## config.mk

```make
export PLATFORM = sky130hd
export DESIGN_NAME = sbq_lane
export DESIGN_NICKNAME = d
export VERILOG_FILES = /design/src/assert_macros.svh /design/src/sbq_pkg.sv /design/src/sbq_lane.sv
export SDC_FILE = /design/constraint.sdc
export NUM_CORES = 2
export LEC_CHECK = 0
export BUFFER_PORTS_ARGS = -buffer_cell sky130_fd_sc_hd__buf_4
export CAP_MARGIN = 15
export CORE_UTILIZATION = 65
export DETAILED_ROUTE_END_ITERATION = 10
export PLACE_DENSITY_LB_ADDON = 0.1
export SYNTH_ARGS = -nofsm -noshare
export SYNTH_HDL_FRONTEND = slang
export SYNTH_SLANG_ARGS = --single-unit
```

## constraint.sdc

```tcl
create_clock -name i_clk -period 11.2 [get_ports i_clk]
set_input_delay 1.12 -clock i_clk [delete_from_list [all_inputs] [get_ports i_clk]]
set_output_delay 1.12 -clock i_clk [all_outputs]
set_load 0.005 [all_outputs]
```

## src/assert_macros.svh

```systemverilog
// Assertion macros shared by the stereo biquad filter sources.
`ifndef ASSERT_MACROS_SVH
`define ASSERT_MACROS_SVH

// Same-cycle implication, clocked on i_clk and disabled while i_rst_n is low.
`define SBQ_ASSERT_IMPL(lbl, ante, cons) \
    lbl: assert property (@(posedge i_clk) disable iff (!i_rst_n) (ante) |-> (cons)) \
        else $error("assertion failed");

// Next-cycle implication, clocked on i_clk and disabled while i_rst_n is low.
`define SBQ_ASSERT_NEXT(lbl, ante, cons) \
    lbl: assert property (@(posedge i_clk) disable iff (!i_rst_n) (ante) |=> (cons)) \
        else $error("assertion failed");

`endif

```

## src/sbq_pkg.sv

```systemverilog
// Shared types and constants of the stereo biquad filter.
package sbq_pkg;

    // Default sizes of the top level parameters.
    localparam int SAMPLE_WIDTH_DEF   = 24;
    localparam int COEF_FRAC_BITS_DEF = 22;

    // Accumulator width; sums wrap at this width.
    localparam int ACC_WIDTH = 64;

    // Configuration port geometry.
    localparam int PADDR_WIDTH = 5;
    localparam int PDATA_WIDTH = 32;

    // Configuration register indexes.
    typedef enum logic [2:0] {
        REG_B0   = 3'd0,
        REG_B1   = 3'd1,
        REG_B2   = 3'd2,
        REG_A1   = 3'd3,
        REG_A2   = 3'd4,
        REG_GAIN = 3'd5
    } t_reg_idx;

    // Steps of the per-frame sequence.
    localparam int STEP_WIDTH = 4;
    localparam logic [STEP_WIDTH-1:0] STEP_B0     = 4'd0;
    localparam logic [STEP_WIDTH-1:0] STEP_B1     = 4'd1;
    localparam logic [STEP_WIDTH-1:0] STEP_B2     = 4'd2;
    localparam logic [STEP_WIDTH-1:0] STEP_A1     = 4'd3;
    localparam logic [STEP_WIDTH-1:0] STEP_A2     = 4'd4;
    localparam logic [STEP_WIDTH-1:0] STEP_ACC    = 4'd5;
    localparam logic [STEP_WIDTH-1:0] STEP_COMMIT = 4'd6;
    localparam logic [STEP_WIDTH-1:0] STEP_GAIN   = 4'd7;
    localparam logic [STEP_WIDTH-1:0] STEP_OUT    = 4'd8;

    // Multiplier operand selection.
    typedef enum logic [2:0] {
        MUL_B0   = 3'd0,
        MUL_B1   = 3'd1,
        MUL_B2   = 3'd2,
        MUL_A1   = 3'd3,
        MUL_A2   = 3'd4,
        MUL_GAIN = 3'd5
    } t_mul_sel;

    // Accumulator operation.
    typedef enum logic [1:0] {
        ACC_HOLD = 2'd0,
        ACC_LOAD = 2'd1,
        ACC_ADD  = 2'd2,
        ACC_SUB  = 2'd3
    } t_acc_op;

    // Control word sent from the sequencer to every lane.
    typedef struct packed {
        logic     load_x;
        logic     mul_en;
        t_mul_sel mul_sel;
        t_acc_op  acc_op;
        logic     commit;
    } t_lane_ctrl;

endpackage

```

## src/sbq_lane.sv

```systemverilog
// One channel of the biquad: delay line, shared multiplier, accumulator and rounding.
module sbq_lane #(
    parameter int SAMPLE_WIDTH   = sbq_pkg::SAMPLE_WIDTH_DEF,
    parameter int COEF_FRAC_BITS = sbq_pkg::COEF_FRAC_BITS_DEF
) (
    input  logic                        i_clk,
    input  logic                        i_rst_n,
    input  sbq_pkg::t_lane_ctrl         i_ctrl,
    input  logic [SAMPLE_WIDTH-1:0]     i_sample,
    input  logic [COEF_FRAC_BITS+1:0]   i_coef_b0,
    input  logic [COEF_FRAC_BITS+1:0]   i_coef_b1,
    input  logic [COEF_FRAC_BITS+1:0]   i_coef_b2,
    input  logic [COEF_FRAC_BITS+1:0]   i_coef_a1,
    input  logic [COEF_FRAC_BITS+1:0]   i_coef_a2,
    input  logic [COEF_FRAC_BITS:0]     i_gain,
    output logic [SAMPLE_WIDTH-1:0]     o_result
);

    localparam int SW = SAMPLE_WIDTH;
    localparam int CW = COEF_FRAC_BITS + 2;
    localparam int AW = sbq_pkg::ACC_WIDTH;
    localparam logic [AW-1:0] RND_HALF = AW'(1) << (COEF_FRAC_BITS - 1);
    localparam logic [SW-1:0] SAT_MAX  = {1'b0, {(SW-1){1'b1}}};
    localparam logic [SW-1:0] SAT_MIN  = {1'b1, {(SW-1){1'b0}}};

    // Round to nearest (ties up), drop the fraction, saturate to a sample.
    function automatic logic [SW-1:0] round_sat(input logic [AW-1:0] v);
        logic [AW-1:0]        s;
        logic signed [AW-1:0] q;
        logic [SW-1:0]        res;
        s = v + RND_HALF;
        q = $signed(s) >>> COEF_FRAC_BITS;
        if ((&q[AW-1:SW-1]) || !(|q[AW-1:SW-1])) begin
            res = q[SW-1:0];
        end else if (q[AW-1]) begin
            res = SAT_MIN;
        end else begin
            res = SAT_MAX;
        end
        return res;
    endfunction

    logic [SW-1:0] r_x;
    logic [SW-1:0] r_xd1;
    logic [SW-1:0] r_xd2;
    logic [SW-1:0] r_yd1;
    logic [SW-1:0] r_yd2;
    logic [AW-1:0] r_prod;
    logic [AW-1:0] r_acc;

    logic signed [CW-1:0]    mul_a;
    logic signed [SW-1:0]    mul_b;
    logic signed [CW+SW-1:0] mul_p;

    // Operand selection for the single multiplier of this lane.
    always_comb begin
        unique case (i_ctrl.mul_sel)
            sbq_pkg::MUL_B0: begin
                mul_a = $signed(i_coef_b0);
                mul_b = $signed(r_x);
            end
            sbq_pkg::MUL_B1: begin
                mul_a = $signed(i_coef_b1);
                mul_b = $signed(r_xd1);
            end
            sbq_pkg::MUL_B2: begin
                mul_a = $signed(i_coef_b2);
                mul_b = $signed(r_xd2);
            end
            sbq_pkg::MUL_A1: begin
                mul_a = $signed(i_coef_a1);
                mul_b = $signed(r_yd1);
            end
            sbq_pkg::MUL_A2: begin
                mul_a = $signed(i_coef_a2);
                mul_b = $signed(r_yd2);
            end
            sbq_pkg::MUL_GAIN: begin
                mul_a = $signed({1'b0, i_gain});
                mul_b = $signed(r_yd1);
            end
            default: begin
                mul_a = '0;
                mul_b = '0;
            end
        endcase
        mul_p = mul_a * mul_b;
    end

    // Input sample and registered product.
    always_ff @(posedge i_clk) begin
        if (i_ctrl.load_x) begin
            r_x <= i_sample;
        end
        if (i_ctrl.mul_en) begin
            r_prod <= AW'(mul_p);
        end
    end

    // Accumulator of the five weighted terms.
    always_ff @(posedge i_clk) begin
        unique case (i_ctrl.acc_op)
            sbq_pkg::ACC_LOAD: r_acc <= r_prod;
            sbq_pkg::ACC_ADD:  r_acc <= r_acc + r_prod;
            sbq_pkg::ACC_SUB:  r_acc <= r_acc - r_prod;
            default:           r_acc <= r_acc;
        endcase
    end

    // Filter history; the saturated output becomes the newest feedback term.
    always_ff @(posedge i_clk) begin
        if (!i_rst_n) begin
            r_xd1 <= '0;
            r_xd2 <= '0;
            r_yd1 <= '0;
            r_yd2 <= '0;
        end else if (i_ctrl.commit) begin
            r_xd2 <= r_xd1;
            r_xd1 <= r_x;
            r_yd2 <= r_yd1;
            r_yd1 <= round_sat(r_acc);
        end
    end

    // Gain-scaled output of this channel.
    assign o_result = round_sat(r_prod);

endmodule

```

==> metrics.txt <==
run status completed; RSZ-0062 raised after global routing false; cell at the slowest stage of the critical path nor3b_2; Remaining DRCs 0; number of distinct standard cells referenced by the synthesized netlist 84; cell at the root of the clock tree clkbuf_16; Placement Cell Area roughly 0.040 mm2; area overhead of the layout relative to synthesis 8.38%; worst setup path endpoint r_prod[44]; sequential element share of the synthesized area 16.0%; starting density of the core between 60% and 70%; Overflow after GRT 0; largest net degree at the start of global routing slightly below 80; worst path bufs/invs 8; post-layout utilization of the core between 70% and 80%; post-layout total power about 12 mW; num ports around 200; count of mapped cells out of synthesis ~4200; Post-Place Setup Slack ~1.2 ns; accumulated negative setup slack 0 ns; number of hold buffers added after cts 0; Inserted Clock Buffers 27; highest-count cells in the layout ignoring fill and taps inv_1 (688), fa_1 (608), nand2_1 (575), buf_4 (275), nor2_1 (214); global-route wire length before repair between 150000 and 200000 um; cell row count 87; count of filler cells inserted in the layout between 4000 and 5000; total power divided by cell area between 200 and 300 mW/mm2; FF+latch count, synth between 200 and 250; met1 usage around half; RD Place Congestion slightly below 1; Worst Reg-to-Reg Cells 25; WP data arrival slightly below 10 ns; crit path from i_ctrl[5]; diode insertion count for antenna repair 0; class of the most critical setup path in2reg; max cap viols 0; layer with the highest usage met2; transition time at the pin with the least slew margin about 1.3 ns; Synth Net Count approximately 5200; number of setup violations in the final report 0; Sinks on Clock Net between 200 and 250; final routed wire length divided by cell count about 21 um; Via Count around 31000; worst reg2reg setup slack between 2 and 3 ns; Port Buf Inserts 200; later-pin clock latency in the skew report 0.59 ns; fraction of final layout cells with drive strength greater than 1 under 10%; design area 0.0406 mm2; cell mode on critical path fa_1; floorplan die area roughly 0.059 mm2; maximum vdd drop 0.454 mV; Clock Skew roughly 0.032 ns; HPWL after DPL approximately 88000 um; least setup slack across all paths after layout between 1.5 and 2 ns; count of antenna-violating nets left after detailed routing 0; Worst R2R End r_prod[44]; Clk pin slew, worst setup/hold paths approximately 0.06 ns; total routing resource utilization after global routing a little under two fifths; cell leakage power between 15 and 20 nW; htree depth 1; postcts setup bufs 0; vias in the first global route around 31000; Worst path max stage delay a little under 0.8 ns; Pins Over Slew Limit 0; area of the core region 0.0567 mm2; class of the worst hold path reg2reg; delay-heaviest family, CP adder cells; chip width approximately 240 um; count of final hold-check violations 0; critical path endpoint category flip-flop; required time reported for the critical path endpoint approximately 12 ns; DR vias/cell slightly above 6; number of warnings reported in the yosys synthesis log 0; initial antenna violation count 1; share of the cycle needed by the critical path after routing between 80% and 90%; path length in cells of the critical path 27; Die Y-Extent 242 um; Worst slew margin between 10% and 20%; startpoint type of the worst setup path input port; most common library cell in the layout ignoring fill and taps inv_1; share of flip-flops with an asynchronous set or reset 0%; CP Max Fanout 35; final wirelength between 100000 and 150000 um; count of routing violations after the opening detailed-route iteration about 3400; met2 Track Usage GR 59.7%; TritonCTS clock tree built; hold depth 2; fmax approximately 100 MHz; FF/Latch Area 0.00601 mm2; Synth Cell Area about 0.037 mm2; Resize count post-CTS 0; largest buffer count on any clock path 3; most instantiated flip-flop cell in the synthesis netlist edfxtp_1; Pre-Repair DR Iteration Count 8; minimum clock period after layout 9.56 ns; synthesized area per cell approximately 8.9 um2; reg-to-reg critical path startpoint r_x[11]; Net count, final around 5300; Post-synth EDFFs ~140; footprint of the multi-input gates between 0.02 and 0.03 mm2; met3 track demand over resource approximately 6.3%
layer usage:
metal	wire length, um	share of wire [%]	up-vias
met1	43000	40	15300
li1	-	-	13800
met4	5350	4.9	0
met2	50500	47	1391
met3	9700	8.9	295
met5	0	0	-
report_power, final:
group	internal, mW	switching [mW]	leakage, nW	total [mW]
Sequential	1.48	0.498	2.16	1.98
Clock	0.528	0.392	0.441	0.920
Combinational	3.80	5.45	16.6	9.25
Total	5.80	6.34	19.2	12.1
cell usage after synthesis (all sizes together) (6+ instances only):
cell	count	share of area (%)
a211oi	15	0.31
a21o	84	1.7
a21oi	160	2.1
a221o	16	0.43
a221oi	17	0.40
a22oi	96	1.9
a311oi	15	0.35
a31oi	21	0.35
and2	73	1.2
and3	29	0.48
and4	27	0.63
buf	29	0.33
clkbuf	198	2.0
dfxtp	96	5.1
edfxtp	136	11
fa	608	32
ha	201	6.7
inv	688	6.9
mux2	33	0.99
mux2i	80	2.1
nand2	575	5.8
nand2b	19	0.32
nand3	84	1.1
nand4	48	0.80
nor2	214	2.1
nor2b	88	1.5
nor3	34	0.45
nor4	14	0.31
o2111ai	7	0.16
o211a	6	0.16
o211ai	19	0.38
o21a	16	0.32
o21ai	97	1.3
o21bai	16	0.32
o31ai	17	0.34
or2	18	0.30
or3	24	0.40
or4	9	0.19
xnor2	108	2.5
xor2	84	2.0
worst min-delay path: stages, from the launching register on:
cell and delay, ns:
dfxtp_1 0.33, mux2i_1 0.07, nor2b_1 0.09
stage by stage:
step           hold WS, ns  std cells
2_1_floorplan        0.465       4197
3_3_place_gp         0.498       5003
3_5_place_dp         0.505       5003
4_1_cts              0.521       5052
5_1_grt              0.534       5053
6_report             0.521       5053
flip-flops by register name, indices dropped and copies added (netlist names):
register,flops
r_yd1,24
r_yd2,24
r_x,24
r_prod,48
r_acc,64
r_xd1,24
r_xd2,24
cells by family (layout without fill, tap and decap cells):
group           after synthesis  count (layout)  synth area share (%)
simple gates               1277            1277                  16.1
buf+inv                     916            1016                  9.21
fa+ha+maj                   809             809                  39.2
compound gates              658             658                  11.9
flops                       232             232                  16.0
xor+xnor                    192             192                  4.49
mux                         113             113                  3.13
final cells by class:
type / instances / share of cell area (%)
Multi-Input combinational cell: 3049 / 69.1
Sequential cell: 232 / 14.8
Inverter: 689 / 6.36
Timing Repair Buffer: 278 / 5.21
Tap cell: 756 / 2.33
Clock buffer: 34 / 1.85
Clock inverter: 15 / 0.410
worst min path at each step:
stage | startpoint | end | slack (ns)
3_5_place_dp | r_xd2[3] | r_xd2[3] | 0.51
5_1_grt | r_xd2[0] | r_xd2[0] | 0.53
4_1_cts | r_xd2[3] | r_xd2[3] | 0.52
3_3_place_gp | r_xd2[1] | r_xd2[1] | 0.50
6_report | r_xd2[3] | r_xd2[3] | 0.52
2_1_floorplan | r_yd1[19] | r_yd1[19] | 0.46
Power figures use the tool's default switching activity.
